### src/sv/dpp_pkg.sv
package dpp_pkg;

  // field widths
  localparam int RAW_W     = 16;
  localparam int COL_W     = 10;
  localparam int ROW_W     = 9;
  localparam int XY_W      = 22;
  localparam int Z_W       = 20;
  localparam int CFG_W     = 32;
  localparam int CFG_IDX_W = 3;
  localparam int CTR_W     = 19;
  localparam int INV_W     = 24;
  localparam int ZS_W      = 16;

  // internal widths
  localparam int DEPTH_W   = 20;             // Q4.16 depth, one quotient bit per stage
  localparam int D_W       = 49;             // slope * raw + offset, signed
  localparam int DIV_D_W   = 45;             // divisor / remainder width in range
  localparam int MAG_W     = 20;             // |coord - center|, Q.8
  localparam int PROD_W    = MAG_W + DEPTH_W;
  localparam int HALF_W    = PROD_W / 2;
  localparam int PART_W    = HALF_W + INV_W;

  localparam int FRONT_STAGES = 3;
  localparam int PROJ_STAGES  = 4;
  localparam int PIPE_LAT     = FRONT_STAGES + DEPTH_W + PROJ_STAGES;

  // d <= 2^24 saturates depth, d > 2^44 gives depth zero
  localparam logic signed [D_W-1:0] D_SAT_LIM = D_W'(64'd16777216);
  localparam logic signed [D_W-1:0] D_BIG_LIM = D_W'(64'd17592186044416);

  // register reset values
  localparam logic signed [31:0] RST_DEPTH_SLOPE  = -32'sd824393;
  localparam logic signed [31:0] RST_DEPTH_OFFSET = 32'sd894144952;
  localparam logic [CTR_W-1:0]   RST_CENTER_X     = 19'd86863;
  localparam logic [CTR_W-1:0]   RST_CENTER_Y     = 19'd62141;
  localparam logic [INV_W-1:0]   RST_INV_FOCAL_X  = 24'd28234;
  localparam logic [INV_W-1:0]   RST_INV_FOCAL_Y  = 24'd28386;
  localparam logic [ZS_W-1:0]    RST_Z_SCALE      = 16'd26214;
  localparam logic [RAW_W-1:0]   RST_RAW_LIMIT    = 16'd2047;

  typedef enum logic [CFG_IDX_W-1:0] {
    REG_DEPTH_SLOPE  = 3'd0,
    REG_DEPTH_OFFSET = 3'd1,
    REG_CENTER_X     = 3'd2,
    REG_CENTER_Y     = 3'd3,
    REG_INV_FOCAL_X  = 3'd4,
    REG_INV_FOCAL_Y  = 3'd5,
    REG_Z_SCALE      = 3'd6,
    REG_RAW_LIMIT    = 3'd7
  } cfg_idx_t;

  typedef struct packed {
    logic signed [31:0] depth_slope;
    logic signed [31:0] depth_offset;
    logic [CTR_W-1:0]   center_x;
    logic [CTR_W-1:0]   center_y;
    logic [INV_W-1:0]   inv_focal_x;
    logic [INV_W-1:0]   inv_focal_y;
    logic [ZS_W-1:0]    z_scale;
    logic [RAW_W-1:0]   raw_limit;
  } cfg_t;

  // per-beat sideband that rides along the divider
  typedef struct packed {
    logic             ok;     // below limit and d > 0
    logic             sat;    // depth clamps to max
    logic             big;    // depth is zero
    logic             neg_x;
    logic [MAG_W-1:0] mag_x;
    logic             neg_y;
    logic [MAG_W-1:0] mag_y;
  } side_t;

endpackage

### src/sv/dpp_recip.sv
module dpp_recip (
  input  logic                         clk,
  input  logic                         rst_n,
  input  logic                         side_valid_in,
  input  dpp_pkg::side_t               side_in,
  input  logic [dpp_pkg::DIV_D_W-1:0]  div_d,
  output logic                         side_valid_out,
  output dpp_pkg::side_t               side_out,
  output logic [dpp_pkg::DEPTH_W-1:0]  quo
);

  localparam int N   = dpp_pkg::DEPTH_W;
  localparam int W   = dpp_pkg::DIV_D_W;
  // 2^44 = 2^24 * 2^N: the top part seeds the remainder, the rest are zero bits
  localparam logic [W-1:0] REM_INIT = W'(1) << 24;

  typedef struct packed {
    logic [W-1:0] rem;
    logic [W-1:0] d;
    logic [N-1:0] q;
  } div_t;

  div_t           st_r   [N];
  dpp_pkg::side_t side_r [N];
  logic [N-1:0]   v_r;

  for (genvar k = 0; k < N; k++) begin : g_stage
    div_t           src;
    dpp_pkg::side_t src_side;
    logic           src_v;
    div_t           st_nxt;
    logic [W:0]     two, dif;
    logic           ge;

    if (k == 0) begin : g_first
      assign src      = '{rem: REM_INIT, d: div_d, q: '0};
      assign src_side = side_in;
      assign src_v    = side_valid_in;
    end else begin : g_next
      assign src      = st_r[k-1];
      assign src_side = side_r[k-1];
      assign src_v    = v_r[k-1];
    end

    // one restoring step: shift in a zero, subtract if it fits
    always_comb begin
      two          = {src.rem, 1'b0};
      dif          = two - {1'b0, src.d};
      ge           = two >= {1'b0, src.d};
      st_nxt.d     = src.d;
      st_nxt.rem   = ge ? dif[W-1:0] : two[W-1:0];
      st_nxt.q     = {src.q[N-2:0], ge};
    end

    always_ff @(posedge clk) begin
      if (!rst_n) begin
        v_r[k] <= 1'b0;
      end else begin
        v_r[k] <= src_v;
      end
      st_r[k]   <= st_nxt;
      side_r[k] <= src_side;
    end
  end

  assign side_valid_out = v_r[N-1];
  assign side_out       = side_r[N-1];
  assign quo            = st_r[N-1].q;

endmodule

### config.mk
export PLATFORM = sky130hd
export DESIGN_NAME = dpp_recip
export DESIGN_NICKNAME = d
export VERILOG_FILES = /design/src/sv/dpp_pkg.sv /design/src/sv/dpp_recip.sv
export SDC_FILE = /design/constraint.sdc
export NUM_CORES = 2
export LEC_CHECK = 0
export BUFFER_PORTS_ARGS = -buffer_cell sky130_fd_sc_hd__buf_2
export CORE_UTILIZATION = 49
export DETAILED_ROUTE_END_ITERATION = 10
export PLACE_DENSITY = 0.71
export RECOVER_POWER = 50
export SLEW_MARGIN = 0
export SYNTH_ARGS = -nofsm -noshare
export SYNTH_HDL_FRONTEND = slang
export SYNTH_SLANG_ARGS = --single-unit
### constraint.sdc
create_clock -name clk -period 7.85 [get_ports clk]
set_input_delay 0 -clock clk [delete_from_list [all_inputs] [get_ports clk]]
set_output_delay 0 -clock clk [all_outputs]
set_load 0.03 [all_outputs]
Word-level counts from Yosys, hierarchy flattened. Memory sizes are Yosys's and may differ from the RTL's. Index checks and enable logic that the tools add are counted.

Input bits: 93. Register bits: 20. Bits in writable memories: 3100. Memories kept: 2.

Add/subtract/negate cells: 20. Magnitude comparators: 20. Muxes and demuxes: 20.

Memories: st_r (depth 20, bits a word 110, read ports 20, clocked after memory_dff 0, wr ports 20, line dpp_recip.sv:23) `div_t st_r [N];`; side_r (depth 20, bits a word 45, read ports 20, clocked after memory_dff 0, wr ports 20, line dpp_recip.sv:24) `dpp_pkg::side_t side_r [N];`.

Operators by type and width (count): $mux 45 (20); $ge 46x45->1 (19); $sub 45x45->45 (19); $ge 26x45->1 const A (1); $sub 26x45->45 const A (1).

Depth between registers and ports, before layout. An unclocked memory read counts as a cell.

Depth in word-level cells: 3. Gate-level depth with buffers: 17.

Worst setup path after synthesis. OpenSTA, ideal clock, no wires.

Kind: register -> register. Start: memory st_r[0][35] (netlist name). End: memory st_r[0][213] (netlist name). Data required time: 7.729 ns. Data arrival time: 3.272 ns. Cell stages (with the launch flop): 17. Period minus slack after synthesis: 3.393 ns. Slack: 4.457 ns. Cells stage by stage: dfxtp_1 inv_1 ha_1 and3_1 a31oi_1 o21ai_0 o41a_1 nand2_1 o31a_1 o21ai_2 a21o_1 a21oi_1 o31a_1 o211a_1 buf_4 buf_6 mux2_2.

RTL lines (line): start, declared (dpp_recip.sv:23).

==> results.py <==
metrics = {
    "grt": {
        "grt_pass1_wl_um": 423600,
        "grt_pass1_vias": 82790,
        "grt_max_degree": 90,
        "gr-usage-all-layers_pct": 22.89,
        "grt_antenna_before_repair": 3,
        "overflow": 0,
    },
    "power_and_ir_drop": {
        "p_leak_nw": 59.61,
        "p_comb_share_pct": 21.2,
        "seq_power_share_pct": 41.9,
        "power_switching_share_pct": 28.46,
        "p_sw_mw": 11.12,
        "clkPwrFrac_pct": 36.8,
        "p_per_area_nw_per_um2": 305.5,
        "vdd_drop_max_v": 0.0002587,
        "p_int_mw": 27.95,
    },
    "synth": {
        "synth_top_family_by_area": "compound AO/OA/AOI/OAI gates",
        "avgSynthCellArea_um2": 9.791,
        "yosys_warnings": 0,
        "synth_cell_types": 102,
        "yosysSeqAreaShare_pct": 50.62,
        "syn_inst": 11470,
        "synthMuxAreaShare_pct": 2.502,
        "synth-adder-area-share_pct": 9.846,
        "synth_compound_area_share_pct": 16.28,
        "synth_enable_flop_cells": 0,
        "synth_area_um2": 112300,
        "async_reset_ff_share_pct": 0,
        "synth_xor_area_share_pct": 5.849,
        "ys.flop_type": "dfxtp_1",
        "synthSimpleGateAreaFrac_pct": 10.06,
        "ys_seq_elements": 2840,
        "synth_fp_nets": 12440,
    },
    "route": {
        "final_antenna_net_count": 0,
        "route.met3.wl_um": 8288,
        "highest_layer": "met4",
        "wl_met1_um": 98400,
        "routed_via_density": 5.269,
        "num_vias": 79470,
        "drc": 0,
        "wl_um": 268700,
        "wl_met2_um": 142700,
        "wl_per_cell_um": 17.81,
        "dr.pass1.iters": 6,
        "drtIter0Drc": 4804,
    },
    "placement": {
        "dp_slack_ns": 2.734,
        "placement.io_buffers": 158,
        "gp_congestion": 0.9677,
        "post-place-cells": 14350,
        "hpwl_um": 206000,
    },
    "die": {
        "start_util_pct": 49.37,
        "die_h_um": 480.7,
        "die_area_um2": 231100,
        "fp.coreArea_um2": 227500,
        "pin_count": 159,
        "num_rows": 175,
        "fp.dieW_um": 480.7,
    },
    "clock_tree": {
        "htreeDepth": 5,
        "cts.clk_slew.worst_paths_ns": 0.06,
        "clock_path_buffers": 4,
        "cts_sinks": 2840,
        "root_buffer": "clkbuf_16",
        "clk_latency_ns": 0.97,
        "cts_buffers": 308,
        "cts_tree": "done",
    },
    "setup_path": {
        "cp-start-kind": "flop",
        "r2r_slack_ns": 2.63,
        "criticalPathCategory": "reg2reg",
        "arrival_ns": 5.99,
        "critPathMaxFanout": 49,
        "end_kind": "flop",
        "cp_data_required_time_ns": 8.62,
    },
    "job": {
        "maxCapViolCount": 0,
    },
    "sta": {
        "rsz0062_at_grt": "false",
        "final.setup.tns_ns": 0,
        "fin_skew_ns": 0.07053,
        "period_minus_slack_ns": 5.219,
        "slew_viol_final": 0,
        "fin_ws_ns": 2.631,
        "fmax_mhz": 191.6,
        "finalSetupViolCount": 0,
        "worst_slew_pin_slew_ns": 1.345,
        "period_share_pct": 66.48,
        "relSlewSlack_pct": 9.134,
        "hold_viol": 0,
    },
    "cells_and_area": {
        "syn2layout_area_growth_pct": 13.90,
        "fin_cells": 15080,
        "final_cell_mix": "dfxtp_1, inv_1, a21oi_1, ha_1, nand2_1",
        "regArea_um2": 56850,
        "nFillCells": 19350,
        "final_common_cell": "dfxtp_1",
        "drive_gt1_share_pct": 8.179,
        "multi_input_area_um2": 50130,
        "nets": 12810,
    },
    "run_status": {
        "status": "complete, no violations",
    },
    "hold_path": {
        "hold_class": "in2reg",
    },
}
[area by class of cell]
class	instances	share of cell area, %
diodes	7	0.01369
clock buffers	424	6.940
clock inverters	112	1.079
inverters	1070	3.140
multi-input cells	7248	39.19
flip-flops and latches	2840	44.44
well taps	3009	2.943
repair buffers	373	2.250
[sequential cells by signal (all words and copies together), names as in the netlist]
register and count:
st_r 1920, side_valid_out 1, g_stage.src_v 19, side_r 900
[stage by stage]
step / hold WS, ns / utilization (%) / area, um2 / total power [mW]
2_1_floorplan: 0.02772 / - / 112300 / 22.76
3_3_place_gp: 0.1020 / 50.90 / 115800 / 24.65
3_5_place_dp: 0.1036 / 50.90 / 115800 / 24.80
4_1_cts: 0.01330 / 56.23 / 127900 / 39.42
5_1_grt: 0.05940 / 56.23 / 127900 / 41.09
6_report: 0.1106 / 56.23 / 127900 / 39.08
[power by group through the flow]
stage	clock [mW]	combinational (mW)	sequential (mW)
after floorplan	0	6.28	16.5
after global placement	0	7.98	16.7
after detailed placement	0	8.11	16.7
after CTS	14.8	8.24	16.4
after global routing	15.4	9.18	16.5
final	14.4	8.30	16.4
[per-layer routing]
layer / global-route usage, % / up-vias
met5: 0 / -
met4: 15.74 / 0
met3: 3.253 / 797
met2: 44.92 / 1763
met1: 21.62 / 36800
li1: - / 40110
[cell families (layout without fill, tap and decap cells)]
kind of cell	after synthesis	in the layout
xor+xnor	750	750
mux	251	251
buf+inv	1382	1979
compound gates	2967	2967
flops	2840	2840
other cells	0	7
fa+ha+maj	873	873
simple gates	2407	2407
[cells in the mapped netlist (38+ instances only)]
library cell,instances,area (um2)
a21oi_1,990,4955
nor2_1,596,2237
o21ai_0,738,3694
a21o_1,459,3446
nor3_1,114,570.6
a31oi_1,76,475.5
o21bai_1,120,900.9
o31ai_1,54,405.4
and2_1,56,350.3
ha_1,855,10700
nand3_1,143,715.7
inv_1,1069,4013
nand4_1,183,1145
and3_1,60,375.4
buf_2,54,270.3
nor4_1,46,287.8
xor2_1,337,2952
xnor2_1,413,3617
nor2b_1,115,719.4
mux2_2,223,2511
a211oi_1,76,570.6
nand2b_1,93,581.8
or3_1,39,244.0
dfxtp_1,2840,56850
o211ai_1,38,285.3
nand2_1,852,3198
o21a_1,88,660.6
clkbuf_1,218,818.3
[worst paths after layout]
kind,from,end,cells after the start
worst max-delay path,st_r[4][132],st_r[4][288],14
worst min-delay path,div_d[18],st_r[0][84],5
worst max register to register,st_r[4][132],st_r[4][288],14
worst min register to register,side_r[0][45],side_r[0][90],0
[critical path, cell delays in order (launching register included)]
cell	delay (ns)
dfxtp_1	0.32
inv_1	0.04
ha_1	0.33
nor2b_1	0.15
o21ai_0	0.24
a21oi_1	0.14
o21a_1	0.25
a221oi_1	0.57
a21oi_1	0.36
and4_1	0.32
o21ai_0	0.59
nand2_1	0.29
a21oi_4	0.77
buf_4	0.50
o21ai_0	0.15
[timing repair]
item,4_1_cts,5_1_grt
resized for setup,0,0
hold buffers,187,0
hold endpoints to repair,156,0
setup endpoints to repair,0,0
setup buffers,0,0
(Power assumes the default switching activity.)
