### src/sv/dpp_pkg.sv
package dpp_pkg;

  // field widths
  localparam int RAW_W     = 16;
  localparam int COL_W     = 10;
  localparam int ROW_W     = 9;
  localparam int XY_W      = 22;
  localparam int Z_W       = 20;
  localparam int CFG_W     = 32;
  localparam int CFG_IDX_W = 3;
  localparam int CTR_W     = 19;
  localparam int INV_W     = 24;
  localparam int ZS_W      = 16;

  // internal widths
  localparam int DEPTH_W   = 20;             // Q4.16 depth, one quotient bit per stage
  localparam int D_W       = 49;             // slope * raw + offset, signed
  localparam int DIV_D_W   = 45;             // divisor / remainder width in range
  localparam int MAG_W     = 20;             // |coord - center|, Q.8
  localparam int PROD_W    = MAG_W + DEPTH_W;
  localparam int HALF_W    = PROD_W / 2;
  localparam int PART_W    = HALF_W + INV_W;

  localparam int FRONT_STAGES = 3;
  localparam int PROJ_STAGES  = 4;
  localparam int PIPE_LAT     = FRONT_STAGES + DEPTH_W + PROJ_STAGES;

  // d <= 2^24 saturates depth, d > 2^44 gives depth zero
  localparam logic signed [D_W-1:0] D_SAT_LIM = D_W'(64'd16777216);
  localparam logic signed [D_W-1:0] D_BIG_LIM = D_W'(64'd17592186044416);

  // register reset values
  localparam logic signed [31:0] RST_DEPTH_SLOPE  = -32'sd824393;
  localparam logic signed [31:0] RST_DEPTH_OFFSET = 32'sd894144952;
  localparam logic [CTR_W-1:0]   RST_CENTER_X     = 19'd86863;
  localparam logic [CTR_W-1:0]   RST_CENTER_Y     = 19'd62141;
  localparam logic [INV_W-1:0]   RST_INV_FOCAL_X  = 24'd28234;
  localparam logic [INV_W-1:0]   RST_INV_FOCAL_Y  = 24'd28386;
  localparam logic [ZS_W-1:0]    RST_Z_SCALE      = 16'd26214;
  localparam logic [RAW_W-1:0]   RST_RAW_LIMIT    = 16'd2047;

  typedef enum logic [CFG_IDX_W-1:0] {
    REG_DEPTH_SLOPE  = 3'd0,
    REG_DEPTH_OFFSET = 3'd1,
    REG_CENTER_X     = 3'd2,
    REG_CENTER_Y     = 3'd3,
    REG_INV_FOCAL_X  = 3'd4,
    REG_INV_FOCAL_Y  = 3'd5,
    REG_Z_SCALE      = 3'd6,
    REG_RAW_LIMIT    = 3'd7
  } cfg_idx_t;

  typedef struct packed {
    logic signed [31:0] depth_slope;
    logic signed [31:0] depth_offset;
    logic [CTR_W-1:0]   center_x;
    logic [CTR_W-1:0]   center_y;
    logic [INV_W-1:0]   inv_focal_x;
    logic [INV_W-1:0]   inv_focal_y;
    logic [ZS_W-1:0]    z_scale;
    logic [RAW_W-1:0]   raw_limit;
  } cfg_t;

  // per-beat sideband that rides along the divider
  typedef struct packed {
    logic             ok;     // below limit and d > 0
    logic             sat;    // depth clamps to max
    logic             big;    // depth is zero
    logic             neg_x;
    logic [MAG_W-1:0] mag_x;
    logic             neg_y;
    logic [MAG_W-1:0] mag_y;
  } side_t;

endpackage

### src/sv/dpp_front.sv
module dpp_front (
  input  logic                         clk,
  input  logic                         rst_n,
  input  logic                         in_fire,
  input  logic [dpp_pkg::RAW_W-1:0]    depth_raw,
  input  logic [dpp_pkg::COL_W-1:0]    column,
  input  logic [dpp_pkg::ROW_W-1:0]    row,
  input  dpp_pkg::cfg_t                cfg,
  output logic                         side_valid,
  output dpp_pkg::side_t               side,
  output logic [dpp_pkg::DIV_D_W-1:0]  div_d
);

  // stage 1: slope * raw, limit check, lateral offsets
  logic                              v1_r;
  logic signed [dpp_pkg::D_W-1:0]    prod1_r, prod1_nxt;
  dpp_pkg::side_t                    s1_r, s1_nxt;
  logic signed [dpp_pkg::D_W-1:0]    slope_ext, raw_ext;
  logic signed [dpp_pkg::MAG_W:0]    dx, dy;

  always_comb begin
    slope_ext = dpp_pkg::D_W'(cfg.depth_slope);
    raw_ext   = $signed({{(dpp_pkg::D_W - dpp_pkg::RAW_W){1'b0}}, depth_raw});
    prod1_nxt = slope_ext * raw_ext;

    dx = $signed({3'b000, column, 8'h00}) - $signed({2'b00, cfg.center_x});
    dy = $signed({4'h0, row, 8'h00}) - $signed({2'b00, cfg.center_y});

    s1_nxt       = '0;
    s1_nxt.ok    = depth_raw < cfg.raw_limit;
    s1_nxt.neg_x = dx[dpp_pkg::MAG_W];
    s1_nxt.mag_x = dx[dpp_pkg::MAG_W] ? dpp_pkg::MAG_W'(-dx) : dx[dpp_pkg::MAG_W-1:0];
    s1_nxt.neg_y = dy[dpp_pkg::MAG_W];
    s1_nxt.mag_y = dy[dpp_pkg::MAG_W] ? dpp_pkg::MAG_W'(-dy) : dy[dpp_pkg::MAG_W-1:0];
  end

  // stage 2: add offset
  logic                              v2_r;
  logic signed [dpp_pkg::D_W-1:0]    d2_r, d2_nxt;
  dpp_pkg::side_t                    s2_r;

  assign d2_nxt = prod1_r + dpp_pkg::D_W'(cfg.depth_offset);

  // stage 3: classify d
  logic                              v3_r;
  dpp_pkg::side_t                    s3_r, s3_nxt;
  logic [dpp_pkg::DIV_D_W-1:0]       d3_r;

  always_comb begin
    s3_nxt     = s2_r;
    s3_nxt.ok  = s2_r.ok && (d2_r > 0);
    s3_nxt.sat = d2_r <= dpp_pkg::D_SAT_LIM;
    s3_nxt.big = d2_r > dpp_pkg::D_BIG_LIM;
  end

  always_ff @(posedge clk) begin
    if (!rst_n) begin
      v1_r <= 1'b0;
      v2_r <= 1'b0;
      v3_r <= 1'b0;
    end else begin
      v1_r <= in_fire;
      v2_r <= v1_r;
      v3_r <= v2_r;
    end
    prod1_r <= prod1_nxt;
    s1_r    <= s1_nxt;
    d2_r    <= d2_nxt;
    s2_r    <= s1_r;
    s3_r    <= s3_nxt;
    d3_r    <= d2_r[dpp_pkg::DIV_D_W-1:0];
  end

  assign side_valid = v3_r;
  assign side       = s3_r;
  assign div_d      = d3_r;

endmodule

### config.mk
export PLATFORM = sky130hd
export DESIGN_NAME = dpp_front
export DESIGN_NICKNAME = d
export VERILOG_FILES = /design/src/sv/dpp_pkg.sv /design/src/sv/dpp_front.sv
export SDC_FILE = /design/constraint.sdc
export NUM_CORES = 2
export LEC_CHECK = 0
export BUFFER_PORTS_ARGS = -buffer_cell sky130_fd_sc_hd__buf_2
export CORE_MARGIN = 3
export CORE_UTILIZATION = 35
export DETAILED_ROUTE_END_ITERATION = 16
export GPL_ROUTABILITY_DRIVEN = 0
export SKIP_LAST_GASP = 1
export SLEW_MARGIN = 20
export SYNTH_ARGS = -nofsm -noshare
export SYNTH_HDL_FRONTEND = slang
export SYNTH_SLANG_ARGS = --single-unit
export TNS_END_PERCENT = 20
### constraint.sdc
create_clock -name clk -period 12.09 [get_ports clk]
set_input_delay 0.6045 -clock clk [delete_from_list [all_inputs] [get_ports clk]]
set_output_delay 0.6045 -clock clk [all_outputs]
set_load 0.02 [all_outputs]
-- After elaboration in Yosys (flattened, before gate mapping)
Cells that the tools add are included.
- reductions and logical operators: 1
- add/sub/neg operators: 5
- equality and inequality tests: 0
- multipliers: 1
- shifts and indexed selects: 0
- divide/modulo/power cells: 0
- muxes and demuxes: 2
- bitwise operators: 0
- magnitude comparators: 4
- operators by type and width (operator ; number):
    $add A49 B32 Y49 ; 1
    $gt A49 B1 Y1 const B ; 1
    $gt A49 B46 Y1 const B ; 1
    $le A49 B26 Y1 const B ; 1
    $mul A32 B17 Y49 ; 1
    $mux W20 ; 2
    $neg A20 Y20 ; 2
    $sub A17 B19 Y20 ; 1
    $sub A18 B19 Y20 ; 1
    $lt A16 B16 Y1 ; 1
    $logic_and A1 B1 Y1 ; 1
- register bits after elaboration: 277
- logic and storage cells: 36
- bits in writable memories: 0
- bits of input ports: 220
- memory bits (read-only): 0
- output and inout bits: 91
- bits in latches: 0
- memories: 0

-- Longest topological paths before layout
- depth after elaboration: 3
- mapped depth: 26
- depth with buffers taken out: 24

-- Least setup slack after synthesis
No wires, ideal clock.
- path kind: in2reg
- from: in depth_raw[2] (netlist name)
- to: reg prod1_r[28] (netlist name)
- buffers on the path: 1
- library setup time: 120 ps
- setup slack: 5682 ps
- data arrival time: 6288 ps
- stages on the path: 22
- data required time: 11970 ps
- cells stage by stage: clkbuf_1 > and2_1 > fa_1 > inv_1 > fa_1 > fa_1 > fa_1 > inv_1 > fa_1 > inv_1 > fa_1 > inv_1 > ha_1 > nand2_1 > a2111oi_0 > and4bb_2 > or2_2 > o21ai_0 > a41oi_1 > o21bai_1 > a21oi_1 > xnor2_1
- word-level cells in the longest chain between the ends: 1
- ends and longest elaborated chain (element ; line ; source):
    start: declaration ; dpp_front.sv:5 ; input logic [dpp_pkg::RAW_W-1:0] depth_raw,
    $mul A32 B17 Y49 ; dpp_front.sv:24 ; prod1_nxt = slope_ext * raw_ext;
    named net prod1_nxt (one bit) ; dpp_front.sv:16 ; logic signed [dpp_pkg::D_W-1:0] prod1_r, prod1_nxt;
    end signal: assignment ; dpp_front.sv:66 ; prod1_r <= prod1_nxt;
    end: declaration ; dpp_front.sv:16 ;
The timed path passes the listed nets, and every way through them passes these cells.
A chain may end at the register's enable or synchronous reset.

-- Worst setup path in the final report
- from: in depth_raw[8] (netlist name)
- to: reg prod1_r[46] (netlist name)
Same word-level chain as after synthesis.

==> results by group <==
Status
  • Status: finished, final reports clean

Timing
  • Slew HR: 0.3852
  • Max Clk Rate: 0.1453 GHz
  • Clk_skew: 0.01623 ns
  • Setup TNS Final: 0 ns
  • Slew @ Worst Pin: 0.9222 ns
  • Final Cycle Share: 0.5692
  • Unrepaired setup endpoints after global routing: no
  • Post-layout min period: 6.882 ns
  • Setup-failing EPs final: 0
  • WHS: 0.2680 ns
  • Max-slew violation count: 0
  • Final hold vios: 0

Floorplan
  • Die height: 293.7 µm
  • I/O pins: 311
  • Initial cell density of the core: 0.3563
  • Die area: 86270 µm²
  • Die X: 293.7 µm
  • Core ar.: 81330 µm²
  • Cell row count: 104

Synthesis
  • Register area share after synthesis: 0.1914
  • Mapped cell area: 28970 µm²
  • Synth unique cells: 78
  • Ys Warns: 0
  • Fraction of registers with async set/reset: 0
  • Post-Syn Nets: 4043
  • Post-synth EDFFs: 0
  • Syn Inst Count: 3132
  • Seq cells post-synth: 277
  • Ys flop type: dfxtp_1
  • Post-synthesis average cell area: 9.251 µm²

Final layout
  • Final core utilization: 0.3929
  • Layout fillers: 8122
  • Most common cell after layout, fill and taps aside: inv_1
  • Commonest cells after routing, fill and taps aside: 617 x inv_1, 490 x fa_1, 366 x nand2_1
  • Final nets: 4206
  • Final instance area: 31960 µm²
  • Synth-to-Final Area Change: 10.29%
  • Share of cells above drive strength 1: 0.09873

Routing
  • Post-DRT Antenna Nets: 0
  • Wire length per cell: 16.61 µm
  • Vias post-DR: 20810
  • DR iter-0 viols: 993
  • DRC viols: 0
  • Via density: 4.758
  • Final wirelength: 72630 µm
  • Drt first pass iters: 5

GRT
  • Vias in the first global route: 21760
  • Initial antenna violation count: 7
  • Grt ovf: 0
  • GRT Total Usage: 0.1705
  • First-pass GRT wire length: 117600 µm
  • Largest net degree at the start of global routing: 34

Min path
  • Worst min path class: input port to flop
  • Hold path depth: 1
  • Worst hold path startpoint: cfg[99]

Worst setup path
  • Reg2reg setup slack: 8.60 ns
  • CP arrival: 7.30 ns
  • CP Max Fanout: 33
  • Critical Path RT: 12.51 ns
  • WS Path Type: input port to flop
  • CP Launch Point: depth_raw[8]
  • Endpoint kind of the worst setup timing path: flop
  • R2R depth: 13
  • Reg-to-reg startpoint: prod1_r[0]$_DFF_P_
  • CP Launch Type: input port

Placed design
  • Placed cell area: 31120 µm²
  • Final HPWL DP: 57900 µm
  • PortBufs: 246

Clock network
  • Deepest clock path buffer count: 3
  • CTS tree: yes
  • Root buffer cell: clkbuf_16
  • H-tree depth: 1
  • Cts repair resizes: 0
  • Skew-Pair Late Insertion Delay: 0.55 ns
  • Clk slew on worst S/H paths: 0.07 ns
  • Hold_buf cts: 0
  • CTS Buf Count: 25
  • Clock sinks: 277
  • Setup bufs post-CTS: 0

Job
  • Count of max-cap constraint violations: 0
-- critical path, stage by stage --
cell     delay [ns]
buf_2          0.66
nand2_1        0.19
fa_1           0.58
inv_1          0.05
fa_1           0.49
fa_1           0.59
fa_1           0.45
fa_1           0.49
inv_1          0.05
fa_1           0.55
inv_1          0.06
ha_1           0.38
and3_1         0.26
nand4_1        0.20
or3_1          0.36
o31a_1         0.31
a21oi_1        0.26
nand3_1        0.12
a21oi_1        0.26
a41oi_1        0.17
xnor2_1        0.15
-- state kept, by name, indices dropped and copies added, names as in the netlist --
name,cells
s1_r,43
v1_r,1
side,45
side_valid,1
prod1_r,49
v2_r,1
d2_r,49
div_d,45
s2_r,43
-- stage by stage --
step                std cells  setup WS (ns)
finish                   4374          5.208
CTS                      4372          5.245
detailed placement       4328          4.700
global placement         4328          4.738
global route             4372          4.936
floorplan                3132          5.682
-- layer usage --
| metal | up-vias | GRT usage | share of wire |
|---|---|---|---|
| met1 | 10220 | 0.2347 | 0.47 |
| li1 | 9970 | - | - |
| met5 | - | 0 | 0.00063 |
| met3 | 98 | 0.02332 | 0.050 |
| met4 | 6 | 0.03773 | 0.019 |
| met2 | 518 | 0.2863 | 0.46 |
-- layout make-up --
| type | instances | area [µm²] | share of cell area |
|---|---|---|---|
| multi-input combinational | 2123 | 20670 | 0.6468 |
| timing repair buffer | 249 | 1254 | 0.03923 |
| clock inverter | 13 | 145.1 | 0.004542 |
| inverter | 619 | 2323 | 0.07271 |
| tap | 1060 | 1326 | 0.04150 |
| clock buffer | 31 | 688.2 | 0.02153 |
| antenna | 2 | 5.005 | 0.0001566 |
| sequential | 277 | 5545 | 0.1735 |
-- path summary, 6_finish.rpt --
| kind | end |
|---|---|
| setup / recovery | prod1_r[46]$_DFF_P_ |
| hold / removal | s1_r[21]$_DFF_P_ |
| setup reg to reg | d2_r[44]$_DFF_P_ |
| hold reg to reg | side[41]$_DFF_P_ |
-- kinds of logic after synthesis --
kind of cell,synth area share
AO/OA/AOI/OAI,0.08529
AND/OR/NAND/NOR,0.1515
XOR/XNOR,0.05014
adder cells (fa/ha/maj),0.4254
flip-flops,0.1914
multiplexers,0.001036
buffers and inverters,0.09526
-- cells in the mapped netlist (4+ instances only) --
cell type | number | area, µm²
xnor2_1 | 116 | 1016
nor4_1 | 13 | 81.33
nand4_1 | 19 | 118.9
a31o_2 | 6 | 52.55
o21bai_1 | 17 | 127.6
a41oi_1 | 5 | 43.79
o31a_1 | 4 | 35.03
xor2_1 | 48 | 420.4
a211oi_1 | 17 | 127.6
or3_1 | 13 | 81.33
a31oi_1 | 19 | 118.9
nand2b_1 | 17 | 106.4
o211ai_1 | 6 | 45.04
nor2_1 | 90 | 337.8
and2_1 | 239 | 1495
a21oi_1 | 115 | 575.6
dfxtp_1 | 277 | 5545
a21o_1 | 55 | 412.9
nand2_1 | 366 | 1374
o21ai_0 | 73 | 365.4
o22ai_1 | 5 | 31.28
o21a_1 | 15 | 112.6
inv_1 | 617 | 2316
o31ai_1 | 10 | 75.07
nor2b_1 | 16 | 100.1
or2_2 | 8 | 50.05
fa_1 | 490 | 9809
clkbuf_1 | 106 | 397.9
a21boi_0 | 8 | 60.06
ha_1 | 201 | 2515
nor3_1 | 31 | 155.2
nand3_1 | 28 | 140.1
and3_1 | 14 | 87.58
Power is left out: the tool's default activity adds up to more than one toggle a clock period on the data nets, which glitch-free logic cannot reach.
