==> src/sv/dpp_pkg.sv <==
package dpp_pkg;

  // field widths
  localparam int RAW_W     = 16;
  localparam int COL_W     = 10;
  localparam int ROW_W     = 9;
  localparam int XY_W      = 22;
  localparam int Z_W       = 20;
  localparam int CFG_W     = 32;
  localparam int CFG_IDX_W = 3;
  localparam int CTR_W     = 19;
  localparam int INV_W     = 24;
  localparam int ZS_W      = 16;

  // internal widths
  localparam int DEPTH_W   = 20;             // Q4.16 depth, one quotient bit per stage
  localparam int D_W       = 49;             // slope * raw + offset, signed
  localparam int DIV_D_W   = 45;             // divisor / remainder width in range
  localparam int MAG_W     = 20;             // |coord - center|, Q.8
  localparam int PROD_W    = MAG_W + DEPTH_W;
  localparam int HALF_W    = PROD_W / 2;
  localparam int PART_W    = HALF_W + INV_W;

  localparam int FRONT_STAGES = 3;
  localparam int PROJ_STAGES  = 4;
  localparam int PIPE_LAT     = FRONT_STAGES + DEPTH_W + PROJ_STAGES;

  // d <= 2^24 saturates depth, d > 2^44 gives depth zero
  localparam logic signed [D_W-1:0] D_SAT_LIM = D_W'(64'd16777216);
  localparam logic signed [D_W-1:0] D_BIG_LIM = D_W'(64'd17592186044416);

  // register reset values
  localparam logic signed [31:0] RST_DEPTH_SLOPE  = -32'sd824393;
  localparam logic signed [31:0] RST_DEPTH_OFFSET = 32'sd894144952;
  localparam logic [CTR_W-1:0]   RST_CENTER_X     = 19'd86863;
  localparam logic [CTR_W-1:0]   RST_CENTER_Y     = 19'd62141;
  localparam logic [INV_W-1:0]   RST_INV_FOCAL_X  = 24'd28234;
  localparam logic [INV_W-1:0]   RST_INV_FOCAL_Y  = 24'd28386;
  localparam logic [ZS_W-1:0]    RST_Z_SCALE      = 16'd26214;
  localparam logic [RAW_W-1:0]   RST_RAW_LIMIT    = 16'd2047;

  typedef enum logic [CFG_IDX_W-1:0] {
    REG_DEPTH_SLOPE  = 3'd0,
    REG_DEPTH_OFFSET = 3'd1,
    REG_CENTER_X     = 3'd2,
    REG_CENTER_Y     = 3'd3,
    REG_INV_FOCAL_X  = 3'd4,
    REG_INV_FOCAL_Y  = 3'd5,
    REG_Z_SCALE      = 3'd6,
    REG_RAW_LIMIT    = 3'd7
  } cfg_idx_t;

  typedef struct packed {
    logic signed [31:0] depth_slope;
    logic signed [31:0] depth_offset;
    logic [CTR_W-1:0]   center_x;
    logic [CTR_W-1:0]   center_y;
    logic [INV_W-1:0]   inv_focal_x;
    logic [INV_W-1:0]   inv_focal_y;
    logic [ZS_W-1:0]    z_scale;
    logic [RAW_W-1:0]   raw_limit;
  } cfg_t;

  // per-beat sideband that rides along the divider
  typedef struct packed {
    logic             ok;     // below limit and d > 0
    logic             sat;    // depth clamps to max
    logic             big;    // depth is zero
    logic             neg_x;
    logic [MAG_W-1:0] mag_x;
    logic             neg_y;
    logic [MAG_W-1:0] mag_y;
  } side_t;

endpackage

==> src/sv/dpp_cfg.sv <==
module dpp_cfg (
  input  logic                           clk,
  input  logic                           rst_n,
  input  logic                           cfg_we,
  input  logic [dpp_pkg::CFG_IDX_W-1:0]  cfg_index,
  input  logic [dpp_pkg::CFG_W-1:0]      cfg_data,
  output dpp_pkg::cfg_t                  cfg
);

  dpp_pkg::cfg_t cfg_r, cfg_nxt;

  always_comb begin
    cfg_nxt = cfg_r;
    if (cfg_we) begin
      unique case (dpp_pkg::cfg_idx_t'(cfg_index))
        dpp_pkg::REG_DEPTH_SLOPE:  cfg_nxt.depth_slope  = $signed(cfg_data);
        dpp_pkg::REG_DEPTH_OFFSET: cfg_nxt.depth_offset = $signed(cfg_data);
        dpp_pkg::REG_CENTER_X:     cfg_nxt.center_x     = cfg_data[dpp_pkg::CTR_W-1:0];
        dpp_pkg::REG_CENTER_Y:     cfg_nxt.center_y     = cfg_data[dpp_pkg::CTR_W-1:0];
        dpp_pkg::REG_INV_FOCAL_X:  cfg_nxt.inv_focal_x  = cfg_data[dpp_pkg::INV_W-1:0];
        dpp_pkg::REG_INV_FOCAL_Y:  cfg_nxt.inv_focal_y  = cfg_data[dpp_pkg::INV_W-1:0];
        dpp_pkg::REG_Z_SCALE:      cfg_nxt.z_scale      = cfg_data[dpp_pkg::ZS_W-1:0];
        dpp_pkg::REG_RAW_LIMIT:    cfg_nxt.raw_limit    = cfg_data[dpp_pkg::RAW_W-1:0];
      endcase
    end
  end

  always_ff @(posedge clk) begin
    if (!rst_n) begin
      cfg_r.depth_slope  <= dpp_pkg::RST_DEPTH_SLOPE;
      cfg_r.depth_offset <= dpp_pkg::RST_DEPTH_OFFSET;
      cfg_r.center_x     <= dpp_pkg::RST_CENTER_X;
      cfg_r.center_y     <= dpp_pkg::RST_CENTER_Y;
      cfg_r.inv_focal_x  <= dpp_pkg::RST_INV_FOCAL_X;
      cfg_r.inv_focal_y  <= dpp_pkg::RST_INV_FOCAL_Y;
      cfg_r.z_scale      <= dpp_pkg::RST_Z_SCALE;
      cfg_r.raw_limit    <= dpp_pkg::RST_RAW_LIMIT;
    end else begin
      cfg_r <= cfg_nxt;
    end
  end

  assign cfg = cfg_r;

endmodule

==> config.mk <==
export PLATFORM = sky130hd
export DESIGN_NAME = dpp_cfg
export DESIGN_NICKNAME = d
export VERILOG_FILES = /design/src/sv/dpp_pkg.sv /design/src/sv/dpp_cfg.sv
export SDC_FILE = /design/constraint.sdc
export NUM_CORES = 1
export LEC_CHECK = 0
export BUFFER_PORTS_ARGS = -buffer_cell sky130_fd_sc_hd__buf_2
export CORE_MARGIN = 2
export CORE_UTILIZATION = 55
export DETAILED_ROUTE_END_ITERATION = 7
export GPL_TIMING_DRIVEN = 0
export PLACE_DENSITY = 0.82
export SYNTH_ARGS = -nofsm -noshare
export SYNTH_HDL_FRONTEND = slang
export SYNTH_SLANG_ARGS = --single-unit
==> constraint.sdc <==
create_clock -name clk -period 1.8 [get_ports clk]
set_input_delay 0 -clock clk [delete_from_list [all_inputs] [get_ports clk]]
set_output_delay 0 -clock clk [all_outputs]
set_load 0.02 [all_outputs]
== Word level (Yosys, flattened, before mapping) ==
Cells that the tools add are included.

* Register bits after elaboration: 182
* Bits in latches: 0
* Bits in writable memories: 0
* Memory bits (read-only): 0
* Output and inout port bits: 182
* Word-level logic and storage cells: 24
* Memories kept: 0

* Add/sub/neg operators: 0
* Multipliers: 0
* Div/mod/pow operators: 0
* Order comparisons: 0
* Equal/unequal tests: 7
* Shift-type cells: 0
* Mux-type cells: 0
* Bitwise logic cells: 0
* Reductions and logical operators: 9

{| class="wikitable"
|+ Operators by type and width
! kind !! number
|-
| AND reduction 2 bit || 8
|-
| equality test 3 bit (second input constant) || 4
|-
| equality test 3 x 2 -> 1 bit (second input constant) || 2
|-
| equality test 3 x 1 -> 1 bit (second input constant) || 1
|-
| logical NOT 3 bit || 1
|}

== Longest topological paths before layout ==
Gate-level depths: netlist of run 1.

* Word-level depth: 2
* Mapped depth: 5
* Mapped depth without buffers: 2

== Worst setup path after synthesis of run 1 ==
Ideal clock, no wire load.

* Kind: input-to-reg
* From: input cfg_index[1] in the netlist's numbering
* To: register cfg_r (netlist bit cfg[166])
* Data arrival time: 921 ps
* Data required time: 1676 ps
* Path slack: 755 ps
* Cell stages on the path: 4
* Path buffers: 2
* Cell sequence: buf_4 > or4b_4 > buf_6 > mux2i_1

* Word-level cells in the longest chain between the ends: 2

{| class="wikitable"
|+ Ends and longest elaborated chain
! element !! RTL line !! RTL
|-
| start, declared || dpp_cfg.sv:5 || <nowiki>input logic [dpp_pkg::CFG_IDX_W-1:0] cfg_index,</nowiki>
|-
| logical NOT 3 bit || dpp_cfg.sv:15 || <nowiki>unique case (dpp_pkg::cfg_idx_t'(cfg_index))</nowiki>
|-
| AND reduction 2 bit (no line) || - ||
|-
| end signal, assigned || dpp_cfg.sv:39 || <nowiki>cfg_r <= cfg_nxt;</nowiki>
|-
| end, declared || dpp_cfg.sv:10 || <nowiki>dpp_pkg::cfg_t cfg_r, cfg_nxt;</nowiki>
|}

Every way passes these cells.
A chain may end at the register's enable or synchronous reset.

==> impl_metrics.toml, run 1 <==
[cells_and_area]
num_antenna_cells = 0
nets = 974
drive_gt1_share_pct = 29.4
final_cell_area_mm2 = 0.00933
finalNonFillerCells = 1121
largest_reg_flops = 182
area_growth_pct = 31.6

[critical_path]
end_kind = "register"
slowest_delay_ns = 0.55
arrival_ns = 1.39
timing.rr.start = "cfg[46]"
cp-endpoint = "cfg[37]"
cp-startpoint = "cfg_data[5]"
crit_type = "input port to register"
crit_buf_inv = 2
cp_data_required_time_ns = 2.08
r2r_cells = 2
crit_family = "buffers and inverters"
crit_chain = "dlygate4sd3_1 > buf_2 > nor2b_1 > mux2i_1"
start_kind = "input port"
crit_fanout = 6
cp_slowest_cell = "dlygate4sd3_1"
cp.depth = 4
r2r_end = "cfg[46]"
r2r_slack_ns = 1.10

[place]
dp_cells = 1058
dp.final_hpwl_um = 14700
gp_congestion = 0.807
io_buffers = 218
placed_area_mm2 = 0.00839

[grt]
grt_pass1_wl_um = 31700
track_usage_pct = 29.9
grt-ovfl-total = 0
grt_max_degree = 17
grt_use_met2_pct = 50.6
grt_pass1_vias = 5720
met1_usage_pct = 37.1
use_met3_pct = 7.85
antenna_found_initial = 0
global_route.peak_usage_layer = "met2"

[clocking]
clock-sinks = 182
cts_tree = "built"
numCtsBuffers = 17
clk_latency_ns = 0.43
clk_pin_slew_ns = 0.06
cts-root-buf = "clkbuf_16"
cts_setup_buffers = 0
h-tree-depth = 4
cts_buffer_depth = 2

[routing]
via_per_inst = 5.11
wl_um = 20900
drtIter0Drc = 331
routedWlPerCell_um = 18.7
drc = 0
num_vias = 5725
drtPass1Iterations = 5
antenna_left = 0

[pwr]
power_frac_comb_pct = 8.8
sw_frac_of_total_pct = 22.9
power.internal_mw = 6.84
powerDensity_mw_per_mm2 = 952
p_leak_nw = 4.55
power.switching_mw = 2.03
clkPwrFrac_pct = 44.2
p_total_mw = 8.88
pwr-share-seq_pct = 46.9
vdd_drop_max_mv = 0.631

[timing]
fin_setup_tns_ns = 0
worst_pin_slew_ns = 0.706
finalHoldViolations = 0
skew_ns = 0
hold_slack_ns = 0.0482
grt_setup_unrepaired = "no"
finalCritPeriodShare_pct = 61.9
period_needed_ns = 1.11
max_freq_mhz = 897
drv_slew = 0
setup_violations = 0
maxSlewHeadroom_pct = 52.9

[synthesis]
synth_top_area_cell = "dfxtp_1"
synthCells = 668
ys_types = 15
synth_common_cells = "dfxtp_1 (182), mux2i_1 (182), nor2b_1 (128)"
synth_edf_count = 0
syn-num-nets = 706
synth_area_leaders = "dfxtp_1 (51%), mux2i_1 (26%), nor2b_1 (11%)"
synth_top_area_share_pct = 51.4
synth_seq_cells = 182
synthFlopType = "dfxtp_1"
async_reset_ff_share_pct = 0
ys_warn_count = 0
avgSynthCellArea_um2 = 10.6
seq_area_frac_synth_pct = 51.4
syn_area_mm2 = 0.00709

[floorplan]
die_w_um = 118
rows = 41
design.die.area_mm2 = 0.0138
die_height_um = 118
start_util_pct = 56.2
pin_count = 220
coreArea_mm2 = 0.0126

[job]
cap_violations = 0

[run_status]
status = "finished, final reports clean"

[hold_path]
hold_path_class = "input port to register"
==> worst reg2reg max path, cell delays in order, from the launching register on <==
cell	delay, ns
dfxtp_1	0.33
nor2b_1	0.15
mux2i_1	0.09
==> what timing repair did <==
item                      in CTS  in global routing
hold buffers                  31                  0
resized for setup              0                  0
hold endpoints to repair     156                  0
==> worst min-delay path by stage <==
stage / cells after the start / slack [ns] / to / startpoint
after floorplan: 2 / 0.14 / cfg[127] / cfg_data[9]
after global placement: 3 / 0.26 / cfg[143] / cfg_data[25]
after detailed placement: 3 / 0.27 / cfg[148] / cfg_data[30]
after CTS: 4 / 0.03 / cfg[170] / cfg_index[0]
after global routing: 4 / 0.05 / cfg[171] / cfg_index[0]
final: 4 / 0.05 / cfg[170] / cfg_index[0]
==> placed cells by master, fill, tap and decap left out, drive strengths merged <==
| master | Yosys | layout |
|---|---|---|
| and4bb | 1 | 1 |
| nand4 | 1 | 1 |
| mux2i | 182 | 182 |
| nor2b | 128 | 128 |
| nand4bb | 3 | 3 |
| bufinv | 0 | 4 |
| nor4bb | 1 | 1 |
| or4b | 1 | 1 |
| buf | 27 | 245 |
| nor4b | 1 | 1 |
| nand2 | 113 | 113 |
| dlygate4sd3 | 0 | 31 |
| clkbuf | 25 | 47 |
| nand4b | 3 | 3 |
| clkinv | 0 | 6 |
| dfxtp | 182 | 182 |
==> per-stage QoR <==
stage / util [%] / setup slack, ns
5_1_grt: 73.9 / 0.646
3_3_place_gp: 66.5 / 0.371
4_1_cts: 73.9 / 0.711
6_report: 73.9 / 0.686
2_1_floorplan: - / 0.755
3_5_place_dp: 66.5 / 0.356
==> per-layer routing <==
layer,up-vias,share of wire (%)
met2,228,47
met3,31,6.9
met5,-,0
li1,2732,-
met1,2734,44
met4,0,2.0
==> kinds of logic (layout without fill, tap and decap cells) <==
family	count (synthesis)	in the layout	share of synthesized area, %
simple gates	252	252	19.2
flops	182	182	51.4
buf+inv	52	333	3.73
mux	182	182	25.7
==> power by group through the flow <==
| stage | registers, mW | clock network (mW) | logic [mW] |
|---|---|---|---|
| 5_1_grt | 4.17 | 4.13 | 0.826 |
| 4_1_cts | 4.17 | 3.94 | 0.777 |
| 3_3_place_gp | 4.25 | 0 | 0.715 |
| 3_5_place_dp | 4.25 | 0 | 0.720 |
| 6_report | 4.17 | 3.93 | 0.783 |
| 2_1_floorplan | 4.36 | 0 | 0.334 |
==> layout make-up <==
type,count,area [µm²]
Clock inverter,10,150
Buffer,52,264
Multi-Input combinational cell,434,3180
Timing Repair Buffer,249,1400
Fill cell,956,3290
Sequential cell,182,3640
Clock buffer,22,474
Tap cell,172,215
No activity file was read; power rests on OpenSTA's default activity.
==> inputs of run 2 (changes only) <==
--- a/config.mk
+++ b/config.mk
@@ -7,10 +7,10 @@
 export LEC_CHECK = 0
 export BUFFER_PORTS_ARGS = -buffer_cell sky130_fd_sc_hd__buf_2
 export CORE_MARGIN = 2
-export CORE_UTILIZATION = 55
+export CORE_UTILIZATION = 46
 export DETAILED_ROUTE_END_ITERATION = 7
 export GPL_TIMING_DRIVEN = 0
-export PLACE_DENSITY = 0.82
+export PLACE_DENSITY = 0.73
 export SYNTH_ARGS = -nofsm -noshare
 export SYNTH_HDL_FRONTEND = slang
 export SYNTH_SLANG_ARGS = --single-unit
==> constraint.sdc (replaced) <==
create_clock -name clk -period 1 [get_ports clk]
set_input_delay 0 -clock clk [delete_from_list [all_inputs] [get_ports clk]]
set_output_delay 0 -clock clk [all_outputs]
set_load 0.02 [all_outputs]
==> impl_metrics.toml, run 2 (same netlist as run 1, synthesis figures left out) <==
[run_status]
status = "complete, but fails checks"
violations = "negative hold slack"

[timing]
skew_ns = 0
hold_slack_ns = -0.00876
worst_pin_slew_ns = 0.694
maxSlewHeadroom_pct = 53.7
period_needed_ns = 0.988
grt_setup_unrepaired = "no"
finalCritPeriodShare_pct = 98.8
drv_slew = 0
setup_violations = 0
max_freq_mhz = 1010
finalHoldViolations = 1

[routing]
drc = 0
antenna_left = 0
routedWlPerCell_um = 18.9
drtPass1Iterations = 4
wl_um = 21500
drtIter0Drc = 256
via_per_inst = 4.94
num_vias = 5623

[clocking]
cts_buffer_depth = 2
cts_setup_buffers = 0
clk_latency_ns = 0.43
clock-sinks = 182
numCtsBuffers = 17
clk_pin_slew_ns = 0.06
cts_tree = "built"
h-tree-depth = 4
cts-root-buf = "clkbuf_16"

[floorplan]
coreArea_mm2 = 0.0151
design.die.area_mm2 = 0.0164
die_w_um = 128
start_util_pct = 46.8
die_height_um = 128
rows = 45
pin_count = 220

[critical_path]
slowest_delay_ns = 0.38
crit_fanout = 2
cp.depth = 1
arrival_ns = 0.99
r2r_end = "cfg[18]"
crit_chain = "buf_2"
crit_buf_inv = 1
cp-startpoint = "cfg[103]"
cp_slowest_cell = "dfxtp_1"
end_kind = "output port"
timing.rr.start = "cfg[18]"
start_kind = "register"
crit_family = "flip-flops"
cp-endpoint = "cfg[103]"
r2r_cells = 2
r2r_slack_ns = 0.32
crit_type = "register to output port"
cp_data_required_time_ns = 1.00

[cells_and_area]
seqCellArea_mm2 = 0.00364
largest_reg_flops = 182
final_common_cell = "buf_2"
final_cell_area_mm2 = 0.00935
nets = 974
area_growth_pct = 31.9
nFillCells = 1328
mostFrequentLayoutCells = "buf_2 (227), mux2i_1 (182), dfxtp_1 (182)"
multi_input_area_mm2 = 0.00319
drive_gt1_share_pct = 31.0

[grt]
grt_pass1_wl_um = 32000
track_usage_pct = 26.2
grt-ovfl-total = 0
grt_max_degree = 17
antenna_found_initial = 2
grt_pass1_vias = 5527

[place]
placed_area_mm2 = 0.00842
io_buffers = 218
gp_congestion = 0.783
dp.final_hpwl_um = 15400

[job]
cap_violations = 0

[pwr]
p_total_mw = 15.5
p_leak_nw = 4.56
vdd_drop_max_mv = 1.16
powerDensity_mw_per_mm2 = 1660

[hold_path]
hold_path_class = "input port to register"
[run 2: cell types whose count changed in the layout (fill, tap and decap cells not counted), moves of 3 or more]
cell	change
clkbuf_1	-10
clkinv_2	-3
nor2b_1	-5
clkbuf_2	+12
clkbuf_8	-3
nor2b_2	+5
buf_2	-7
buf_4	+5
[run 2: layer usage]
metal  wire (µm)  track usage [%]  up-vias
li1            -                -     2735
met1        9680             33.7     2672
met2       10000             42.8      189
met3        1350             7.05       27
met4         412             8.53        0
met5           0                0        -
[run 2: stage by stage]
step | util, % | worst slack [ns] | hold slack (ns) | setup TNS, ns | std cells
final | 61.7 | 0.0125 | -0.00876 | 0 | 1138
after global routing | 61.7 | 0.000336 | 0.00110 | 0 | 1137
after CTS | 61.3 | 0.00244 | -0.151 | 0 | 1134
after detailed placement | 55.6 | -0.473 | 0.269 | -60.93 | 1074
after global placement | 55.6 | -0.444 | 0.265 | -55.29 | 1074
after floorplan | - | -0.0345 | 0.142 | -0.888 | 668
[run 2: worst min path at each step]
stage                            start       end  slack (ns)  cells after the start
after floorplan            cfg_data[9]  cfg[127]        0.14                      2
after global placement    cfg_data[26]  cfg[176]        0.26                      3
after detailed placement  cfg_data[27]  cfg[145]        0.27                      3
after CTS                  cfg_data[1]   cfg[81]       -0.15                      3
after global routing       cfg_data[1]  cfg[100]       0.001                      3
final                      cfg_data[1]  cfg[100]      -0.009                      3
[run 2: repair_timing]
action	in CTS	in global routing
cloned	0	0
resized for setup	5	29
hold buffers	28	3
endpoints found under the setup margin	14	92
endpoints found under the hold margin	153	12
[run 2: final cells by class]
cell class | instances | area share (%)
Sequential cell | 182 | 39.0
Clock buffer | 21 | 4.71
Buffer | 52 | 3.11
Timing Repair Buffer | 249 | 15.2
Multi-Input combinational cell | 434 | 34.1
Tap cell | 188 | 2.52
Clock inverter | 11 | 1.34
Antenna cell | 1 | 0.0268
[run 2: report_power, final]
group / leakage, nW / internal [mW] / switching (mW)
Sequential: 1.48 / 7.41 / 0.0874
Clock: 0.272 / 3.69 / 2.86
Combinational: 2.81 / 0.567 / 0.865
[run 2: worst reg2reg max path: stages, from the launching register on]
cell and delay (ns):
dfxtp_1 0.32, nor2b_1 0.13, mux2i_1 0.09
